<file path="src/hw/rtl/isp_ram.sv">
// ----------------------------------------------------------------------------
// isp_ram
// Generic single-write, single-read synchronous RAM with registered read.
// ----------------------------------------------------------------------------
module isp_ram #(
    parameter int WIDTH = 16,
    parameter int DEPTH = 256
) (
    input  logic                     i_clk,
    input  logic                     i_we,
    input  logic [$clog2(DEPTH)-1:0] i_waddr,
    input  logic [WIDTH-1:0]         i_wdata,
    input  logic                     i_re,
    input  logic [$clog2(DEPTH)-1:0] i_raddr,
    output logic [WIDTH-1:0]         o_rdata
);

    logic [WIDTH-1:0] r_mem [DEPTH];
    logic [WIDTH-1:0] r_rdata;

    always_ff @(posedge i_clk) begin
        if (i_we) begin
            r_mem[i_waddr] <= i_wdata;
        end
        if (i_re) begin
            r_rdata <= r_mem[i_raddr];
        end
    end

    assign o_rdata = r_rdata;

endmodule

</file>
<file path="config.mk">
export PLATFORM = sky130hd
export DESIGN_NAME = isp_ram
export DESIGN_NICKNAME = d
export VERILOG_FILES = /design/src/hw/rtl/isp_ram.sv
export SDC_FILE = /design/constraint.sdc
export NUM_CORES = 2
export LEC_CHECK = 0
export BUFFER_PORTS_ARGS = -buffer_cell sky130_fd_sc_hd__buf_4
export CAP_MARGIN = 0
export CORE_MARGIN = 4
export CORE_UTILIZATION = 40
export DETAILED_ROUTE_END_ITERATION = 16
export HOLD_SLACK_MARGIN = 0.05
export PLACE_DENSITY = 0.68
export SLEW_MARGIN = 25
export SYNTH_ARGS = -nofsm -noshare
export SYNTH_HDL_FRONTEND = slang
export SYNTH_SLANG_ARGS = --single-unit
</file>
<file path="constraint.sdc">
create_clock -name i_clk -period 2.8 [get_ports i_clk]
set_input_delay 0.56 -clock i_clk [delete_from_list [all_inputs] [get_ports i_clk]]
set_output_delay 0.56 -clock i_clk [all_outputs]
set_load 0.01 [all_outputs]
</file>
==> results.md <==
* Outcome: finished, violations left
* Failing checks: negative setup slack
* GRT overflow at 0
* I/O Buffers at 50
* Switch share at 0.211
* Syn_nets at 7,395
* Synth warn at 0
* Post-Syn Area at 0.159 mm2
* Fillers at 31,500
* Endpoint class of the critical path: flop
* Num CTS Buffers at 391
* Max FO, Critical Path at 20
* Total number of vias at 82,100
* Most used DFF post-synth: edfxtp_1
* Average wire per standard cell at 30.4 um
* Chip width at 638 um
* Total track usage at 0.204
* Layout cells sized above 1 at 0.295
* Slew Limit Fails at 0
* Final setup margin at -0.0123 ns
* Metal3 WL at 39.8 mm
* Net count, final at 8,390
* CTS clk-pin slew, worst paths at 0.06 ns
* CP Launch Type: primary input
* Setup violators final at 1
* Pint at 0.101 W
* Critical path type: in2reg
* Clock latency at the later pin of the worst-skew pair at 0.93 ns
* Synth top cells by count: 4,112 x edfxtp_1, 797 x mux4_2, 565 x mux2i_1, 304 x nor2_1, 252 x o221ai_1
* Final hold viol count at 0
* CP Data Arrival Time at 3.52 ns
* Unrepaired setup endpoints after global routing: no
* Vias per cell at 5.90
* Most frequent cell after synthesis: edfxtp_1
* H-tree Lvls at 5
* Pin count of the biggest net entering global routing at 131
* CTS Sinks at 4,112
* Reg-to-reg critical path endpoint: o_rdata[0]
* Crit Reg-Reg Startpoint: r_mem[63][0]
* Min-delay src: i_wdata[13]
* Crit path launch: i_raddr[0]
* Seq/Total Area, Yosys at 0.777
* Max-Cap Viols at 0
* Worst Hold End: r_mem[252][13]
* Root cell of the clock tree: clkbuf_16
* Initial antenna violation count at 31
* CTS max path bufs at 4
* Gate Count Post-Synth at 7,360
* CP bufs+invs at 5
* Netlist cell types at 51
* Switching power at 0.0271 W
* FF+latch count, synth at 4,112
* 1st-pass router iterations at 6
* Vias in the first global route at 81,900
* Period minus WS final at 2.81 ns
* Least-Margin Pin Slew at 0.984 ns
* Final period utilization at 1.00
* Area contributors post-synth: edfxtp_1 78%, mux4_2 11%, mux2i_1 3.6%, o221ai_1 1.4%, nor2_1 0.72%
* Crit-path max cell delay at 0.41 ns
* DIE HEIGHT at 638 um
* Power share of the clock group at 0.415
* Metal2 WL at 203 mm
* TNS Setup at -0.0123 ns
* Cell Chain, Critical Path: buf_16 > buf_12 > buf_12 > buf_12 > buf_4 > mux2i_1 > o221ai_1 > o22ai_1 > a21oi_1 > nand4_1 > nor4_1
* Worst hold path depth at 1
* Clock Skew at 0.0585 ns
* Avg Inst Size Synth at 21.6 um2
* Worst R2R Setup Slack at 0.06 ns
* Number of synthesized flops with an enable pin at 4,112
* Slew HR at 0.344
* RD Place Congestion at 0.897
* Fmax at 356 MHz
* CTS tree: built
* Peak supply drop at 570 uV
* Reg2reg path depth at 6
* Post-Route WL at 424 mm
* Area after DPL at 0.173 mm2
* Post-synthesis async set-or-reset flop share at 0
* Most frequent CP cell: buf_12
* Detailed-route DRC error count at 0
* Crit path max-delay cell type: nor4_1
* Wl on met1 at 160 mm
* Area growth syn-to-layout at 17.1%
* Boundary Pins at 51
* Starting density of the core at 0.402
* Leakage at 59.9 nW
* Core ar. at 0.396 mm2
* First-pass GRT wire length at 605 mm
* Worst min path class: in2reg
* Logic pwr share at 0.056
* Sequential power share at 0.529
* Uppermost layer routed: met5
* Die footprint at 0.407 mm2
* Post-layout instance area at 0.186 mm2
* Yosys top cell area share at 0.777
* First-iteration detailed-routing DRC count at 11,200
* Pwr dens at 691 mW/mm2
* Post-synth top area cell: edfxtp_1
* Top delay family on crit path: buffers and inverters
* Routed Antenna Nets at 0
* Req. time, crit path at 3.51 ns
* # rows at 231
* Hpwl dp at 268 mm
==> flip-flops by register name, indices dropped and copies added (netlist names) <==
signal / count
r_mem: 4096
o_rdata: 16
==> area by class of cell <==
cell class / count / area [um2] / area share
inverters: 4 / 27.5 / 0.000148
clock buffers: 469 / 10200 / 0.0548
clock inverters: 239 / 2650 / 0.0143
repair buffers: 1054 / 10200 / 0.0549
well taps: 5242 / 6560 / 0.0352
flip-flops and latches: 4112 / 123000 / 0.664
multi-input cells: 2792 / 32900 / 0.177
diodes: 12 / 30.0 / 0.000161
==> power by group through the flow <==
stage,Combinational (W),Sequential [W],Clock [W]
6_report,0.00719,0.0680,0.0534
5_1_grt,0.00749,0.0679,0.0568
4_1_cts,0.00716,0.0680,0.0540
3_5_place_dp,0.00712,0.0693,0
3_3_place_gp,0.00698,0.0693,0
2_1_floorplan,0.00335,0.0692,0
==> stage by stage <==
step                total power, W  setup WS, ns  std cells  hold WS (ns)   util
floorplan                   0.0726      -0.00183       7360         0.659      -
global placement            0.0763         -1.12      13200         0.964  0.437
detailed placement          0.0764         -1.10      13200         0.966  0.437
CTS                          0.129       0.00646      13900        0.0516  0.470
global route                 0.132       0.00214      13900        0.0695  0.470
finish                       0.129       -0.0123      13900        0.0925  0.470
==> worst max-delay path by stage <==
stage                            end  slack, ns  cells after the start
after detailed placement  o_rdata[9]      -1.10                     10
after CTS                 o_rdata[2]      0.006                     12
after global routing      o_rdata[5]      0.002                     11
final                     o_rdata[5]      -0.01                     11
after global placement    o_rdata[9]      -1.12                     10
after floorplan           o_rdata[4]     -0.002                      8
==> timing repair <==
action,in CTS,in global routing
pin swaps,0,2
endpoints found under the hold margin,72,0
setup buffers,0,0
hold buffers,5,0
setup endpoints to repair,4,7
gates resized for setup,5,11
==> cell families after synthesis <==
| kind of cell | after synthesis | share of synthesized area |
|---|---|---|
| AOI/OAI and AO/OA | 786 | 0.0353 |
| and+or+nand+nor | 556 | 0.0157 |
| DFF | 4112 | 0.777 |
| muxes | 1450 | 0.155 |
| buffers and inverters | 456 | 0.0169 |
==> worst reg2reg max path, cell delays in order (launching register included) <==
cell	delay (ns)
edfxtp_1	0.36
mux4_2	0.49
mux4_2	0.57
a22o_1	0.40
o32ai_2	0.39
buf_4	0.20
nor4_2	0.04
==> placed cells by master (no fill, tap or decap), types with 28 or more instances in the layout <==
cell type  instances
a21oi_1          174
a22oi_1           43
a22o_1            31
buf_4            858
clkinv_2          64
nor3_1            88
clkinv_1          83
nor2_2            34
mux4_2           797
clkbuf_16        397
a221oi_1          28
o22ai_1          147
mux2i_1          565
buf_12           171
nand2_1           38
clkbuf_1          72
o21ai_0           33
nand3_1           29
edfxtp_1        4112
mux2_2            88
o221ai_1         252
nor2_1           270
bufinv_16         51
==> per-layer routing <==
metal  up-vias  global-route usage
li1      33300                   -
met1     43500               0.275
met2      4530               0.326
met3       828              0.0372
met4         8              0.0891
met5         -                   0
Power figures use the tool's default switching activity.
