### config.mk
export PLATFORM = sky130hd
export DESIGN_NAME = isp_ctrl
export DESIGN_NICKNAME = d
export VERILOG_FILES = /design/src/hw/rtl/isp_pkg.sv /design/src/hw/rtl/isp_mod.sv /design/src/hw/rtl/isp_ctrl.sv
export SDC_FILE = /design/constraint.sdc
export NUM_CORES = 1
export LEC_CHECK = 0
export BUFFER_PORTS_ARGS = -buffer_cell sky130_fd_sc_hd__buf_2
export CORE_UTILIZATION = 61
export CTS_BUF_LIST = sky130_fd_sc_hd__clkbuf_16
export DETAILED_ROUTE_END_ITERATION = 8
export PLACE_DENSITY = 0.89
export SLEW_MARGIN = 0
export SYNTH_ARGS = -nofsm -noshare
export SYNTH_HDL_FRONTEND = slang
export SYNTH_SLANG_ARGS = --single-unit
### constraint.sdc
create_clock -name i_clk -period 10.2 [get_ports i_clk]
set_clock_uncertainty 0.05 [all_clocks]
set_input_delay 2.04 -clock i_clk [delete_from_list [all_inputs] [get_ports i_clk]]
set_output_delay 2.04 -clock i_clk [all_outputs]
set_load 0.03 [all_outputs]
### src/hw/rtl/isp_pkg.sv
// ----------------------------------------------------------------------------
// isp_pkg
// Shared constants, codes and types of the interpolating sample player.
// ----------------------------------------------------------------------------
package isp_pkg;

    // Table geometry (TABLE_DEPTH is a power of two)
    localparam int TABLE_DEPTH = 65536;
    localparam int FRAC_BITS   = 10;
    localparam int ADDR_W      = $clog2(TABLE_DEPTH);
    localparam int CNT_W       = ADDR_W + 1;
    localparam int POS_W       = ADDR_W + FRAC_BITS;
    localparam int SPAN_W      = POS_W + 1;
    localparam int NP_W        = POS_W + 2;
    localparam int MAG_W       = NP_W - 1;
    localparam int MOD_CNT_W   = $clog2(MAG_W + 1);

    // Field widths
    localparam int SAMPLE_W     = 16;
    localparam int RATE_W       = 16;
    localparam int ADDR_FIELD_W = 16;
    localparam int CFG_COUNT_W  = 17;
    localparam int CMD_W        = 2;
    localparam int S_TDATA_W    = ADDR_FIELD_W + SAMPLE_W;
    localparam int M_TUSER_W    = 2;
    localparam int CFG_IDX_W    = 2;
    localparam int CFG_DATA_W   = 17;
    localparam int CMP_W        = (CNT_W > CFG_COUNT_W) ? CNT_W : CFG_COUNT_W;

    // Register reset values
    localparam logic signed [RATE_W-1:0] RATE_RESET  = RATE_W'(1024);
    localparam logic [CFG_COUNT_W-1:0]   COUNT_RESET = CFG_COUNT_W'(65536);

    typedef enum logic [CMD_W-1:0] {
        CMD_LOAD  = 2'd0,
        CMD_TICK  = 2'd1,
        CMD_START = 2'd2,
        CMD_STOP  = 2'd3
    } t_cmd;

    typedef enum logic [CFG_IDX_W-1:0] {
        CFG_RATE  = 2'd0,
        CFG_LOOP  = 2'd1,
        CFG_COUNT = 2'd2
    } t_cfg_idx;

    typedef struct packed {
        logic                 active;
        logic                 playing;
        logic                 finished;
        logic [FRAC_BITS-1:0] frac;
    } t_tick_info;

    typedef struct packed {
        logic              neg;
        logic [MAG_W-1:0]  mag;
        logic [SPAN_W-1:0] span;
    } t_mod_req;

    typedef struct packed {
        logic                we;
        logic [ADDR_W-1:0]   addr;
        logic [SAMPLE_W-1:0] data;
    } t_ram_wr;

    typedef struct packed {
        logic              re;
        logic [ADDR_W-1:0] addr_a;
        logic [ADDR_W-1:0] addr_b;
    } t_ram_rd;

    // Clamp the sample count to [2, TABLE_DEPTH]
    function automatic logic [CNT_W-1:0] clamp_count(input logic [CFG_COUNT_W-1:0] c);
        logic [CMP_W-1:0] cw;
        cw = CMP_W'(c);
        if (cw < CMP_W'(2)) begin
            return CNT_W'(2);
        end else if (cw > CMP_W'(TABLE_DEPTH)) begin
            return CNT_W'(TABLE_DEPTH);
        end else begin
            return CNT_W'(cw);
        end
    endfunction

endpackage

### src/hw/rtl/isp_mod.sv
// ----------------------------------------------------------------------------
// isp_mod
// Bit-serial floor remainder of a signed position by the table span.
// ----------------------------------------------------------------------------
module isp_mod import isp_pkg::*; (
    input  logic             i_clk,
    input  logic             i_rst_n,
    input  logic             i_start,
    input  t_mod_req         i_req,
    output logic             o_busy,
    output logic             o_done,
    output logic [POS_W-1:0] o_rem
);

    logic                 r_busy;
    logic                 r_fix;
    logic [MOD_CNT_W-1:0] r_cnt;
    logic [MAG_W-1:0]     r_mag;
    logic [SPAN_W-1:0]    r_rem;
    logic [SPAN_W-1:0]    r_span;
    logic                 r_neg;

    logic [SPAN_W:0]   w_trial;
    logic              w_ge;
    logic [SPAN_W-1:0] n_rem;

    // One quotient bit per cycle; remainder stays below the span
    always_comb begin
        w_trial = {r_rem, r_mag[MAG_W-1]};
        w_ge    = w_trial >= {1'b0, r_span};
        n_rem   = w_ge ? SPAN_W'(w_trial - {1'b0, r_span}) : SPAN_W'(w_trial);
    end

    always_ff @(posedge i_clk) begin
        if (!i_rst_n) begin
            r_busy <= 1'b0;
            r_fix  <= 1'b0;
            r_cnt  <= '0;
        end else if (i_start) begin
            r_busy <= 1'b1;
            r_cnt  <= '0;
        end else if (r_busy) begin
            r_cnt <= r_cnt + 1'b1;
            if (r_cnt == MOD_CNT_W'(MAG_W - 1)) begin
                r_busy <= 1'b0;
                r_fix  <= 1'b1;
            end
        end else begin
            r_fix <= 1'b0;
        end
    end

    always_ff @(posedge i_clk) begin
        if (i_start) begin
            r_mag  <= i_req.mag;
            r_span <= i_req.span;
            r_neg  <= i_req.neg;
            r_rem  <= '0;
        end else if (r_busy) begin
            r_mag <= {r_mag[MAG_W-2:0], 1'b0};
            r_rem <= n_rem;
        end
    end

    // Fold a negative operand back into [0, span)
    assign o_rem  = (r_neg && (r_rem != '0)) ? POS_W'(r_span - r_rem) : POS_W'(r_rem);
    assign o_busy = r_busy || r_fix;
    assign o_done = r_fix;

endmodule

### src/hw/rtl/isp_ctrl.sv
// ----------------------------------------------------------------------------
// isp_ctrl
// Command decode, play position accumulator and table read/write addressing.
// ----------------------------------------------------------------------------
module isp_ctrl import isp_pkg::*; (
    input  logic                           i_clk,
    input  logic                           i_rst_n,
    input  logic                           i_accept,
    input  t_cmd                           i_cmd,
    input  logic [ADDR_FIELD_W-1:0]        i_address,
    input  logic signed [SAMPLE_W-1:0]     i_sample_value,
    input  logic signed [RATE_W-1:0]       i_rate,
    input  logic                           i_loop,
    input  logic [CFG_COUNT_W-1:0]         i_count,
    output logic                           o_busy,
    output t_ram_wr                        o_wr,
    output t_ram_rd                        o_rd,
    output t_tick_info                     o_info
);

    logic [POS_W-1:0] r_position;
    logic [POS_W-1:0] n_position;
    logic             r_play;
    logic             n_play;

    logic [CNT_W-1:0]         w_n;
    logic [CNT_W-1:0]         w_nm1;
    logic [ADDR_W-1:0]        w_ip;
    logic [ADDR_W-1:0]        w_nx;
    logic [FRAC_BITS-1:0]     w_frac;
    logic [SPAN_W-1:0]        w_span_u;
    logic signed [NP_W-1:0]   w_np;
    logic signed [NP_W-1:0]   w_end;
    logic signed [NP_W-1:0]   w_span;
    logic signed [NP_W-1:0]   w_wrapped;
    logic signed [NP_W-1:0]   w_wrap_abs;
    logic                     w_past_end;
    logic                     w_past_start;
    logic                     w_out_rng;
    logic                     w_fin;
    logic                     w_mod_start;
    logic                     w_mod_busy;
    logic                     w_mod_done;
    logic [POS_W-1:0]         w_mod_rem;
    t_mod_req                 w_mod_req;

    always_comb begin
        w_n      = clamp_count(i_count);
        w_nm1    = w_n - 1'b1;
        w_ip     = r_position[POS_W-1:FRAC_BITS];
        w_frac   = r_position[FRAC_BITS-1:0];
        w_nx     = ({1'b0, w_ip} >= w_nm1) ? '0 : w_ip + 1'b1;
        w_span_u = {w_n, {FRAC_BITS{1'b0}}};

        w_np     = $signed({2'b00, r_position}) + NP_W'(i_rate);
        w_end    = $signed(NP_W'({w_nm1, {FRAC_BITS{1'b0}}}));
        w_span   = $signed(NP_W'(w_span_u));

        w_past_end   = w_np >= w_end;
        w_past_start = w_np < 0;
        w_wrapped    = w_past_end ? w_np - w_end : w_np + w_span;
        w_out_rng    = (w_wrapped < 0) || (w_wrapped >= w_span);
        w_wrap_abs   = w_wrapped[NP_W-1] ? -w_wrapped : w_wrapped;

        w_mod_req.neg  = w_wrapped[NP_W-1];
        w_mod_req.mag  = MAG_W'(w_wrap_abs);
        w_mod_req.span = w_span_u;
    end

    // Next position and play flag
    always_comb begin
        n_position  = r_position;
        n_play      = r_play;
        w_fin       = 1'b0;
        w_mod_start = 1'b0;
        if (w_mod_done) begin
            n_position = w_mod_rem;
        end
        if (i_accept) begin
            unique case (i_cmd)
                CMD_LOAD: begin
                end
                CMD_TICK: begin
                    if (r_play) begin
                        if (w_past_end || w_past_start) begin
                            if (i_loop) begin
                                if (w_out_rng) begin
                                    w_mod_start = 1'b1;
                                end else begin
                                    n_position = POS_W'(w_wrapped);
                                end
                            end else begin
                                n_position = '0;
                                n_play     = 1'b0;
                                w_fin      = 1'b1;
                            end
                        end else begin
                            n_position = POS_W'(w_np);
                        end
                    end
                end
                CMD_START: begin
                    n_play = 1'b1;
                end
                CMD_STOP: begin
                    n_play     = 1'b0;
                    n_position = '0;
                end
            endcase
        end
    end

    always_ff @(posedge i_clk) begin
        if (!i_rst_n) begin
            r_position <= '0;
            r_play     <= 1'b1;
        end else begin
            r_position <= n_position;
            r_play     <= n_play;
        end
    end

    isp_mod u_mod (
        .i_clk   (i_clk),
        .i_rst_n (i_rst_n),
        .i_start (w_mod_start),
        .i_req   (w_mod_req),
        .o_busy  (w_mod_busy),
        .o_done  (w_mod_done),
        .o_rem   (w_mod_rem)
    );

    always_comb begin
        o_wr.we   = i_accept && (i_cmd == CMD_LOAD);
        o_wr.addr = ADDR_W'(i_address);
        o_wr.data = i_sample_value;

        o_rd.re     = i_accept && (i_cmd == CMD_TICK);
        o_rd.addr_a = w_ip;
        o_rd.addr_b = w_nx;

        o_info.active   = r_play;
        o_info.playing  = r_play && !w_fin;
        o_info.finished = w_fin;
        o_info.frac     = w_frac;
    end

    assign o_busy = w_mod_busy;

endmodule

==> impl_metrics.toml <==
[finish]
antenna_cells = 0
drive_above_1_share_pct = 10.7
nets = 1793
fin_cells = 1861
nFillCells = 1665
final_cell_area_um2 = 12900
utilization_pct = 66.2
syn_to_final_growth_pct = 6.16

[placed_design]
placed_area_um2 = 12600
gp_congestion = 1.05
post-place-ws_ns = 0.381
dp_hpwl_um = 30400
io_buffers = 86
dp.cells = 1845

[die]
core_um2 = 19500
start_util_pct = 62.3
rows = 51
die_area_um2 = 20500
die_w_um = 143
ios = 151
die_h_um = 143

[global_route]
antenna_found_initial = 0
grt_max_degree = 52
use_met3_pct = 5.20
grt_use_total_pct = 37.3
grt.overflow.total = 0
grtUsageMet2_pct = 61.1
grt_pass1_wl_um = 59100
grt_pass1_vias = 11200
grt_util_met1_pct = 47.8
grt.busiest_layer = "met2"

[clock_network]
cts_resized = 0
cts_setup_buffers = 0
numCtsBuffers = 9
hold_buffers = 0
path_clk_slew_ns = 0.07
cts_tree = "yes"
cts.sinks = 106
clk_path_buf_depth = 2
cts_max_level = 3
clk-insertion-delay-late_ns = 0.36
root_buffer = "clkbuf_16"

[worst_setup_path]
crit_arrival_ns = 7.82
timing.rr.end = "u_mod.r_mag[1]$_DFFE_PP_"
critPathMaxFanout = 17
r2r_setup_slack_ns = 2.06
required_ns = 8.11
critical_path.most_common_cell = "o21bai_1"
cp-start-kind = "input pin"
critPathCaptureType = "primary output"
critPathKind = "input pin to primary output"
timing.rr.start = "r_position[0]$_SDFF_PN0_"
cp_slowest_cell = "a311oi_4"
r2r_cells = 33
max_stage_delay_ns = 0.57
crit_chain = "buf_2 -> ha_1 -> fa_1 -> a211oi_1 -> o21bai_1 -> a211o_1 -> a2111oi_1 -> buf_4 -> o21bai_1 -> a21oi_1 -> xnor2_1 -> ha_1 -> inv_1 -> o21bai_1 -> a21o_1 -> a21o_1 -> a31oi_1 -> a311oi_4 -> buf_4 -> nor2_1 -> nor3_1 -> buf_2"

[synth]
synth.distinct_cells = 89
synth_compound_area_share_pct = 24.9
synth_edf_count = 45
synth_flop_cell = "dfxtp_1"
avgSynthCellArea_um2 = 7.81
yosys-top-cells-count = "nor2_1, nand2_1, ha_1"
ys_ff_latch = 106
yosysMostFrequentCell = "nor2_1"
synth_area_um2 = 12200
synth-simple-area-share_pct = 19.0
synthesis.nets = 1760
yosysSeqAreaShare_pct = 21.1
yosysWarnings = 0
synth_top_family_by_area = "compound AO/OA/AOI/OAI gates"
synth_top_area_share_pct = 13.1
synthTopCellsByArea = "ha_1, edfxtp_1, dfxtp_1, xnor2_1, a21oi_1"
synth-adder-area-share_pct = 13.9
synthMuxAreaShare_pct = 3.63
async_reset_ff_share_pct = 0
yosysTopAreaCell = "ha_1"
synth-xor-area-share_pct = 9.62
synth_cells = 1558

[min_path]
hold_path_depth = 2
min_to = "u_mod.r_cnt[1]$_SDFFE_PP0P_"
hp-class = "flop to flop"
hp-start = "u_mod.r_cnt[1]$_SDFFE_PP0P_"

[drt]
wl_per_cell_um = 20.5
drc = 0
vias_per_cell = 6.49
drt_iter0_drc = 1239
first_pass_iters = 6
postRouteWirelength_um = 38200
postRouteAntennaNets = 0
vias = 12100

[sta]
finalSetupViolations = 0
max_slew_margin_pct = 17.0
tns_ns = 0
min_period_ns = 9.91
fin_crit_sh_pct = 97.1
layout_setup_ws_ns = 0.293
hold_violations = 0
maxSlewViolCount = 0
holdWs_ns = 0.476
worst_pin_slew_ns = 1.24
fmax_mhz = 101
rsz0062_at_grt = "false"

[run]
maxCapViolCount = 0

[power]
p_leak_nw = 5.76
total_power_mw = 2.52
irDropWorstVdd_uv = 90.9
power.density_nw_per_um2 = 195

[run_status]
run_status = "completed"
==> layout by cell type, fill, tap and decap left out, drive strengths merged, types with 22 or more instances in the layout <==
cell type  instances
inv              105
xor2              45
dfxtp             61
edfxtp            45
nand2b            22
buf              120
xnor2             86
nor3              34
nand2            131
a21o              38
a211oi            32
a21oi            120
ha               127
nor2             145
mux2i             37
nand3             28
o21ai            114
==> layer usage <==
| layer | share of wire (%) | wire length, µm |
|---|---|---|
| met5 | 0 | 0 |
| met4 | 5.3 | 2010 |
| met1 | 41 | 15600 |
| met2 | 45 | 17100 |
| met3 | 9.2 | 3530 |
==> final cells by class <==
| class | instances | area, µm² | area share (%) |
|---|---|---|---|
| multi-input cells | 1253 | 8650 | 67.0 |
| flip-flops and latches | 106 | 2570 | 19.9 |
| repair buffers | 120 | 698 | 5.40 |
| inverters | 101 | 379 | 2.93 |
| well taps | 265 | 332 | 2.57 |
| clock buffers | 9 | 225 | 1.74 |
| clock inverters | 7 | 58.8 | 0.455 |
==> state kept, by name, summed over array words and instances (netlist names) <==
| register | count |
|---|---|
| u_mod.r_span | 17 |
| u_mod.r_rem | 27 |
| r_play | 1 |
| u_mod.r_neg | 1 |
| u_mod.r_mag | 27 |
| u_mod.o_done | 1 |
| u_mod.r_busy | 1 |
| r_position | 26 |
| u_mod.r_cnt | 5 |
==> critical path, delay by kind of cell <==
kind / cells / cell delay, ns
xor gates and xnor gates: 1 / 0.25
adders and majority gates: 3 / 1.04
buffers and inverters: 5 / 1.04
and+or+nand+nor: 2 / 0.53
AOI/OAI and AO/OA: 11 / 2.90
==> cell families after synthesis <==
| group | after synthesis |
|---|---|
| XOR/XNOR | 132 |
| buffers and inverters | 199 |
| adder cells (fa/ha/maj) | 133 |
| multiplexers | 43 |
| AND/OR/NAND/NOR | 478 |
| AO/OA/AOI/OAI | 467 |
| flip-flops | 106 |
==> power breakdown <==
group | leakage, nW | internal [mW] | switching (mW)
clock | 0.144 | 0.171 | 0.171
combinational | 4.71 | 0.626 | 0.935
sequential | 0.912 | 0.513 | 0.102
==> worst max path at each step <==
stage / startpoint / to / slack [ns] / depth (start not counted)
6_report: i_rate[0] / o_info[10] / 0.29 / 22
5_1_grt: i_rate[0] / o_info[11] / 0.04 / 23
4_1_cts: i_count[6] / o_info[10] / 0.43 / 21
3_5_place_dp: i_count[6] / u_mod.r_mag[7]$_DFFE_PP_ / 0.38 / 34
3_3_place_gp: i_count[6] / o_info[10] / 0.49 / 21
2_1_floorplan: i_count[7] / u_mod.r_mag[0]$_SDFFCE_PN0P_ / 0.76 / 36
No activity file was read; power rests on OpenSTA's default activity.
