[src/hw/rtl/isp_pkg.sv]
// ----------------------------------------------------------------------------
// isp_pkg
// Shared constants, codes and types of the interpolating sample player.
// ----------------------------------------------------------------------------
package isp_pkg;

    // Table geometry (TABLE_DEPTH is a power of two)
    localparam int TABLE_DEPTH = 65536;
    localparam int FRAC_BITS   = 10;
    localparam int ADDR_W      = $clog2(TABLE_DEPTH);
    localparam int CNT_W       = ADDR_W + 1;
    localparam int POS_W       = ADDR_W + FRAC_BITS;
    localparam int SPAN_W      = POS_W + 1;
    localparam int NP_W        = POS_W + 2;
    localparam int MAG_W       = NP_W - 1;
    localparam int MOD_CNT_W   = $clog2(MAG_W + 1);

    // Field widths
    localparam int SAMPLE_W     = 16;
    localparam int RATE_W       = 16;
    localparam int ADDR_FIELD_W = 16;
    localparam int CFG_COUNT_W  = 17;
    localparam int CMD_W        = 2;
    localparam int S_TDATA_W    = ADDR_FIELD_W + SAMPLE_W;
    localparam int M_TUSER_W    = 2;
    localparam int CFG_IDX_W    = 2;
    localparam int CFG_DATA_W   = 17;
    localparam int CMP_W        = (CNT_W > CFG_COUNT_W) ? CNT_W : CFG_COUNT_W;

    // Register reset values
    localparam logic signed [RATE_W-1:0] RATE_RESET  = RATE_W'(1024);
    localparam logic [CFG_COUNT_W-1:0]   COUNT_RESET = CFG_COUNT_W'(65536);

    typedef enum logic [CMD_W-1:0] {
        CMD_LOAD  = 2'd0,
        CMD_TICK  = 2'd1,
        CMD_START = 2'd2,
        CMD_STOP  = 2'd3
    } t_cmd;

    typedef enum logic [CFG_IDX_W-1:0] {
        CFG_RATE  = 2'd0,
        CFG_LOOP  = 2'd1,
        CFG_COUNT = 2'd2
    } t_cfg_idx;

    typedef struct packed {
        logic                 active;
        logic                 playing;
        logic                 finished;
        logic [FRAC_BITS-1:0] frac;
    } t_tick_info;

    typedef struct packed {
        logic              neg;
        logic [MAG_W-1:0]  mag;
        logic [SPAN_W-1:0] span;
    } t_mod_req;

    typedef struct packed {
        logic                we;
        logic [ADDR_W-1:0]   addr;
        logic [SAMPLE_W-1:0] data;
    } t_ram_wr;

    typedef struct packed {
        logic              re;
        logic [ADDR_W-1:0] addr_a;
        logic [ADDR_W-1:0] addr_b;
    } t_ram_rd;

    // Clamp the sample count to [2, TABLE_DEPTH]
    function automatic logic [CNT_W-1:0] clamp_count(input logic [CFG_COUNT_W-1:0] c);
        logic [CMP_W-1:0] cw;
        cw = CMP_W'(c);
        if (cw < CMP_W'(2)) begin
            return CNT_W'(2);
        end else if (cw > CMP_W'(TABLE_DEPTH)) begin
            return CNT_W'(TABLE_DEPTH);
        end else begin
            return CNT_W'(cw);
        end
    endfunction

endpackage

[src/hw/rtl/isp_interp.sv]
// ----------------------------------------------------------------------------
// isp_interp
// Interpolation pipeline behind the table reads, with output register.
// ----------------------------------------------------------------------------
module isp_interp import isp_pkg::*; (
    input  logic                       i_clk,
    input  logic                       i_rst_n,
    input  logic                       i_push,
    input  t_tick_info                 i_info,
    input  logic signed [SAMPLE_W-1:0] i_rd_a,
    input  logic signed [SAMPLE_W-1:0] i_rd_b,
    input  logic                       i_m_tready,
    output logic                       o_ready,
    output logic                       o_valid,
    output logic signed [SAMPLE_W-1:0] o_sample,
    output logic                       o_playing,
    output logic                       o_finished
);

    localparam int PROD_W = SAMPLE_W + FRAC_BITS + 2;
    localparam logic signed [PROD_W-1:0] HALF = PROD_W'(1) << (FRAC_BITS - 1);

    logic r_v1, r_v2, r_v3;
    logic w_rdy1, w_rdy2, w_rdy3;

    t_tick_info                 r_info1;
    t_tick_info                 r_info2;
    logic signed [SAMPLE_W-1:0] r_a2;
    logic signed [PROD_W-1:0]   r_prod2;
    logic signed [SAMPLE_W-1:0] r_sample;
    logic                       r_playing;
    logic                       r_finished;

    logic signed [SAMPLE_W:0]    w_diff;
    logic signed [FRAC_BITS:0]   w_frac_s;
    logic signed [PROD_W-1:0]    w_prod;
    logic signed [PROD_W-1:0]    w_sum;

    assign w_rdy3 = !r_v3 || i_m_tready;
    assign w_rdy2 = !r_v2 || w_rdy3;
    assign w_rdy1 = !r_v1 || w_rdy2;

    // a + floor(((b - a) * f + half) / 2^F)
    always_comb begin
        w_diff   = $signed({i_rd_b[SAMPLE_W-1], i_rd_b}) - $signed({i_rd_a[SAMPLE_W-1], i_rd_a});
        w_frac_s = $signed({1'b0, r_info1.frac});
        w_prod   = w_diff * w_frac_s + HALF;
        w_sum    = PROD_W'(r_a2) + (r_prod2 >>> FRAC_BITS);
    end

    always_ff @(posedge i_clk) begin
        if (!i_rst_n) begin
            r_v1 <= 1'b0;
            r_v2 <= 1'b0;
            r_v3 <= 1'b0;
        end else begin
            if (w_rdy1) begin
                r_v1 <= i_push;
            end
            if (w_rdy2) begin
                r_v2 <= r_v1;
            end
            if (w_rdy3) begin
                r_v3 <= r_v2;
            end
        end
    end

    always_ff @(posedge i_clk) begin
        if (i_push) begin
            r_info1 <= i_info;
        end
        if (w_rdy2 && r_v1) begin
            r_info2 <= r_info1;
            r_a2    <= i_rd_a;
            r_prod2 <= w_prod;
        end
        if (w_rdy3 && r_v2) begin
            r_sample   <= r_info2.active ? SAMPLE_W'(w_sum) : '0;
            r_playing  <= r_info2.playing;
            r_finished <= r_info2.finished;
        end
    end

    assign o_ready    = w_rdy1;
    assign o_valid    = r_v3;
    assign o_sample   = r_sample;
    assign o_playing  = r_playing;
    assign o_finished = r_finished;

endmodule

[config.mk]
export PLATFORM = sky130hd
export DESIGN_NAME = isp_interp
export DESIGN_NICKNAME = d
export VERILOG_FILES = /design/src/hw/rtl/isp_pkg.sv /design/src/hw/rtl/isp_interp.sv
export SDC_FILE = /design/constraint.sdc
export NUM_CORES = 1
export LEC_CHECK = 0
export ABC_CLOCK_PERIOD_IN_PS = 12360
export BUFFER_PORTS_ARGS = -buffer_cell sky130_fd_sc_hd__buf_4
export CORE_MARGIN = 2
export CORE_UTILIZATION = 49
export CTS_CLUSTER_DIAMETER = 100
export DETAILED_ROUTE_END_ITERATION = 6
export GPL_TIMING_DRIVEN = 0
export PLACE_DENSITY = 0.68
export RECOVER_POWER = 50
export SETUP_SLACK_MARGIN = 0.5
export SYNTH_ARGS = -nofsm -noshare
export SYNTH_HDL_FRONTEND = slang
export SYNTH_SLANG_ARGS = --single-unit
[constraint.sdc]
create_clock -name i_clk -period 12.36 [get_ports i_clk]
set_input_delay 3.708 -clock i_clk [delete_from_list [all_inputs] [get_ports i_clk]]
set_output_delay 3.708 -clock i_clk [all_outputs]
set_load 0.05 [all_outputs]
==> out/metrics.yaml, run 1 <==
clk_pin_slew_ns: 0.06
critPathRequiredTime_ns: 12.44
setup_viol: 0
grt_pass1_vias: 7537
synth_area_leader_cell: "fa_1"
first_iter_violations: 477
vias_per_cell: 5.23
max_freq_ghz: 0.0916
grt_pass1_wl_um: 36600
yosys.cell_count.top_type: "inv_1"
tightest_slew_ns: 1.50
synth_top_cell_area_share: 0.284
wl_um: 21900
diodes: 0
crit_arrival_ns: 10.99
synth_seq_cells: 69
postCtsSetupBuffers: 0
finalCritPeriodShare: 0.883
rows: 52
critical_path.most_common_cell: "fa_1"
nNetsFinal: 1433
insertion_delay_ns: 0.35
drive_gt1_frac: 0.0690
cp_top_family: "adder cells"
dpl.hpwl_um: 18400
synth-seq-area-share: 0.201
cts_hold_buf: 0
io_pins: 69
cts_resized: 0
fp.dieW_um: 148
tns_ns: 0
portBuffers: 68
synthFlopType: "edfxtp_1"
critPathKind: "in2reg"
cts_tree: "done"
cp-end-kind: "register"
syn2layout_area_growth_pct: 11.0
htreeDepth: 3
ant_nets: 0
violations: "capacitance limit"
cpPeakStageDelay_ns: 0.97
grt_max_degree: 30
core_area_um2: 20300
cpMaxStageDelayCell: "nor3_1"
grt_overflow: 0
hold_violations: 0
cp_max_fo: 10
hold_path_class: "reg2reg"
cap_violations: 1
post-route-min-period_ns: 10.91
synth_area_leaders: "fa_1, edfxtp_1, ha_1"
rsz0062_at_grt: "no"
mappedNetlistNets: 1353
grtUsageTotal: 0.211
syn-cell-area_um2: 10100
synthCells: 1060
clockRootBuffer: "clkbuf_16"
status: "finished with violations"
dieHeight_um: 148
place_congestion: 0.916
slew_viol_final: 0
async_flop_share: 0
cts.sinks: 69
skew_ns: 0.0170
drc: 0
initial_core_util: 0.500
vias: 7401
cts-buffers-inserted: 9
worstPathBufferInverterCount: 4
first_pass_iters: 5
critPathLaunchType: "primary input"
yosysWarnings: 0
synth_top_cells_by_count: "inv_1, fa_1, ha_1"
fp.dieArea_um2: 21900
clockBufferDepth: 2
synth_edf_count: 66
avgSynthCellArea_um2: 9.57
antenna_found_initial: 0
slew_headroom: 0.00178
ys_types: 56
wire_per_inst_um: 15.5
-- placed cells by master (no fill, tap or decap), types with 4 or more instances in the layout --
| cell | n |
|---|---|
| a211oi_1 | 4 |
| a21boi_0 | 5 |
| a21o_1 | 9 |
| a21oi_1 | 24 |
| a311oi_1 | 4 |
| a31oi_1 | 6 |
| and2_0 | 8 |
| and2_1 | 71 |
| and3_1 | 10 |
| buf_4 | 37 |
| clkbuf_1 | 48 |
| clkbuf_16 | 9 |
| clkbuf_4 | 14 |
| edfxtp_1 | 66 |
| fa_1 | 144 |
| ha_1 | 100 |
| inv_1 | 214 |
| nand2_1 | 76 |
| nand2b_1 | 23 |
| nand3_1 | 41 |
| nor2_1 | 33 |
| nor2b_1 | 22 |
| nor3_1 | 21 |
| o211ai_1 | 10 |
| o21a_1 | 13 |
| o21ai_0 | 20 |
| o22ai_1 | 4 |
| o311ai_0 | 5 |
| o31ai_1 | 5 |
| or3_1 | 6 |
| xnor2_1 | 33 |
| xor2_1 | 10 |
-- area by class of cell --
class                           instances  area, um2
Tap cell                              270        338
Clock inverter                          7       97.6
Fill cell                            1823       9040
Clock buffer                            9        225
Multi-Input combinational cell        744       7180
Timing Repair Buffer                   69        450
Inverter                              214        803
Sequential cell                        69       2040
Buffer                                 33        126
-- kinds of logic after synthesis --
| family | count (synthesis) | share of synthesized area |
|---|---|---|
| muxes | 1 | 0.000987 |
| buffers and inverters | 247 | 0.0916 |
| AOI/OAI and AO/OA | 128 | 0.0905 |
| adders and majority gates | 244 | 0.407 |
| and+or+nand+nor | 327 | 0.169 |
| DFF | 69 | 0.201 |
| xor gates and xnor gates | 44 | 0.0387 |
-- flip-flops by register name, summed over array words and instances (netlist names) --
signal      cells
o_sample       16
r_v2            1
r_a2           16
r_prod2        16
o_playing       1
o_finished      1
o_valid         1
r_v1            1
r_info1        13
r_info2         3
-- final timing paths --
path | slack, ns | cells after the start | from | to
worst max-delay path | 1.45 | 28 | i_rd_a[0] | r_prod2[25]
worst min-delay path | 0.42 | 0 | r_info2[11] | o_playing
worst max register to register | 5.74 | 17 | r_info1[5] | r_prod2[25]
worst min register to register | 0.42 | 0 | r_info2[11] | o_playing
-- metrics by stage --
stage | instance area, um2 | hold WS (ns) | worst slack (ns) | std cells | utilization
floorplan | 10100 | 0.400 | 2.28 | 1060 | -
CTS | 11300 | 0.423 | 1.46 | 1415 | 0.559
global placement | 11000 | 0.401 | 1.24 | 1398 | 0.542
finish | 11300 | 0.419 | 1.45 | 1415 | 0.555
global route | 11300 | 0.428 | 0.971 | 1415 | 0.555
detailed placement | 11000 | 0.405 | 1.14 | 1399 | 0.543
-- layer usage --
metal | vias to the layer above | wire [um] | GRT usage
li1 | 3585 | - | -
met2 | 222 | 9950 | 0.347
met5 | - | 37 | 0.0136
met3 | 34 | 1460 | 0.0407
met1 | 3558 | 10000 | 0.290
met4 | 2 | 428 | 0.0538
Power of run 1 is left out: the tool's default activity adds up to more than one toggle a clock period on the data nets, which glitch-free logic cannot reach.
==> inputs of run 2 (changes only) <==
Settings changed: ABC_CLOCK_PERIOD_IN_PS 12360 to 10500, CTS_CLUSTER_DIAMETER 100 to 40.
Clock period 12.36 ns to 10.5 ns, I/O delays scaled along.
==> run 2 against run 1 <==
Against the previous run: the flow finishes with violations (capacitance limit, slew limit); non-clock buffer count grew 6; design area grew 2.1%; largest cell class unchanged; core utilization grew 1.2 points; sequential share of layout area shrank 0.38 points; die area is the same; critical endpoint unchanged.
==> out/metrics.yaml, run 2 (synthesis results as in run 1) <==
skew_ns: 0.0138  # -0.00312 ns
setup_viol: 0  # unchanged
hold_violations: 0  # unchanged
antenna_found_initial: 0  # unchanged
dieHeight_um: 148  # unchanged
cpMaxStageDelayCell: "fa_1"
vias_per_cell: 5.26  # +0.65%
multi_input_area_um2: 7370  # +2.7%
grt_max_degree: 30  # unchanged
grt_pass1_wl_um: 36700  # +0.32%
vias: 7481  # +1.1%
cp-end-kind: "register"
initial_core_util: 0.500  # unchanged
cts-buffers-inserted: 9  # unchanged
slew_viol_final: 29  # +29
cap_violations: 1  # unchanged
critPathKind: "in2reg"
regArea_um2: 2040  # unchanged
wire_per_inst_um: 15.7  # +1.4%
ant_nets: 0  # unchanged
portBuffers: 68  # unchanged
core_area_um2: 20300  # unchanged
n_fill_cell: 1806  # -0.93%
grt_pass1_vias: 7563  # +0.34%
slew_headroom: -0.00157  # -0.00335
drive_gt1_frac: 0.0938  # +0.0248
nNetsFinal: 1439  # +0.42%
clockBufferDepth: 2  # unchanged
cts_tree: "done"
grtUsageTotal: 0.212  # +0.000826
diodes: 0  # unchanged
wl_um: 22300  # +1.8%
dp.cells: 1399  # unchanged
finalCritPeriodShare: 0.940
place_congestion: 0.916  # unchanged
hold_path_class: "reg2reg"
fp.dieArea_um2: 21900  # unchanged
status: "finished with violations"
post-route-min-period_ns: 9.87
htreeDepth: 3  # unchanged
first_pass_iters: 5  # unchanged
final_common_cell: "inv_1"
grt_overflow: 0  # unchanged
final_cell_mix: "inv_1, fa_1, ha_1"
drc: 0  # unchanged
syn2layout_area_growth_pct: 13.3
rows: 52  # unchanged
clockRootBuffer: "clkbuf_16"
cts.sinks: 69  # unchanged
cpPeakStageDelay_ns: 0.55  # -0.42 ns
critPathRequiredTime_ns: 10.58  # -1.86 ns
fp.dieW_um: 148  # unchanged
crit_arrival_ns: 9.95  # -1.04 ns
tightest_slew_ns: 1.50  # +0.00502 ns
critical_path.most_common_cell: "fa_1"
violations: "capacitance limit, slew limit"
io_pins: 69  # unchanged
rsz0062_at_grt: "yes"
finalNonFillerCells: 1421  # +0.42%
first_iter_violations: 531  # +11%
cp_max_fo: 6  # -4
clk_pin_slew_ns: 0.06  # about the same
critPathLaunchType: "primary input"
max_freq_ghz: 0.101
dpl.hpwl_um: 18400  # unchanged
insertion_delay_ns: 0.35  # about the same
-- run 2: cell types whose count changed in the layout (fill, tap and decap cells not counted), moves of 3 or more --
| cell | before | now |
|---|---|---|
| buf_4 | 37 | 44 |
| xnor2_1 | 33 | 29 |
| a211oi_1 | 4 | 1 |
| a211oi_2 | 0 | 3 |
| a21oi_1 | 24 | 21 |
-- run 2: stage by stage --
| stage | hold WS, ns | setup TNS [ns] | util | setup WS, ns | instance area (um2) |
|---|---|---|---|---|---|
| floorplan | 0.400 | 0 | - | 0.979 | 10100 |
| global placement | 0.401 | -0.0662 | 0.542 | -0.0662 | 11000 |
| detailed placement | 0.405 | -0.240 | 0.543 | -0.163 | 11000 |
| CTS | 0.423 | 0 | 0.562 | 0.509 | 11400 |
| global route | 0.428 | 0 | 0.566 | 0.350 | 11500 |
| finish | 0.422 | 0 | 0.566 | 0.627 | 11500 |
-- run 2: routing by layer --
| metal | part of all wire | up-vias | global-route usage |
|---|---|---|---|
| met5 | 0 | - | 0.0136 |
| met4 | 0.015 | 0 | 0.0519 |
| met3 | 0.072 | 25 | 0.0448 |
| met2 | 0.46 | 217 | 0.349 |
| met1 | 0.45 | 3634 | 0.289 |
| li1 | - | 3605 | - |
-- run 2: final cells by class --
type                       instances  area share
clock inverter                     7     0.00849
buffer                            33      0.0113
timing repair buffer              75      0.0431
inverter                         214      0.0699
multi-input combinational        744       0.641
clock buffer                       9      0.0196
sequential                        69       0.178
tap                              270      0.0294
-- run 2: worst paths after layout --
kind	slack [ns]	to	startpoint	cells past startpoint
max	0.63	r_prod2[25]	i_rd_a[2]	28
min	0.42	r_info2[12]	r_info1[12]	0
min reg2reg	0.42	r_info2[12]	r_info1[12]	0
max reg2reg	3.98	r_prod2[25]	r_info1[5]	17
-- run 2: worst max-delay path: cells and delay by family --
family	cells	cell delay [ns]
AOI/OAI and AO/OA	8	1.82
xor gates and xnor gates	1	0.15
adders and majority gates	7	3.12
buffers and inverters	6	0.51
and+or+nand+nor	6	1.21
-- run 2: what timing repair did --
action / CTS / global route
pin swaps: 0 / 9
resized for setup: 13 / 23
hold buffers: 0 / 0
buffers inserted: 0 / 6
endpoints found under the setup margin: 7 / 8
Power of run 2 is left out for the same reason.
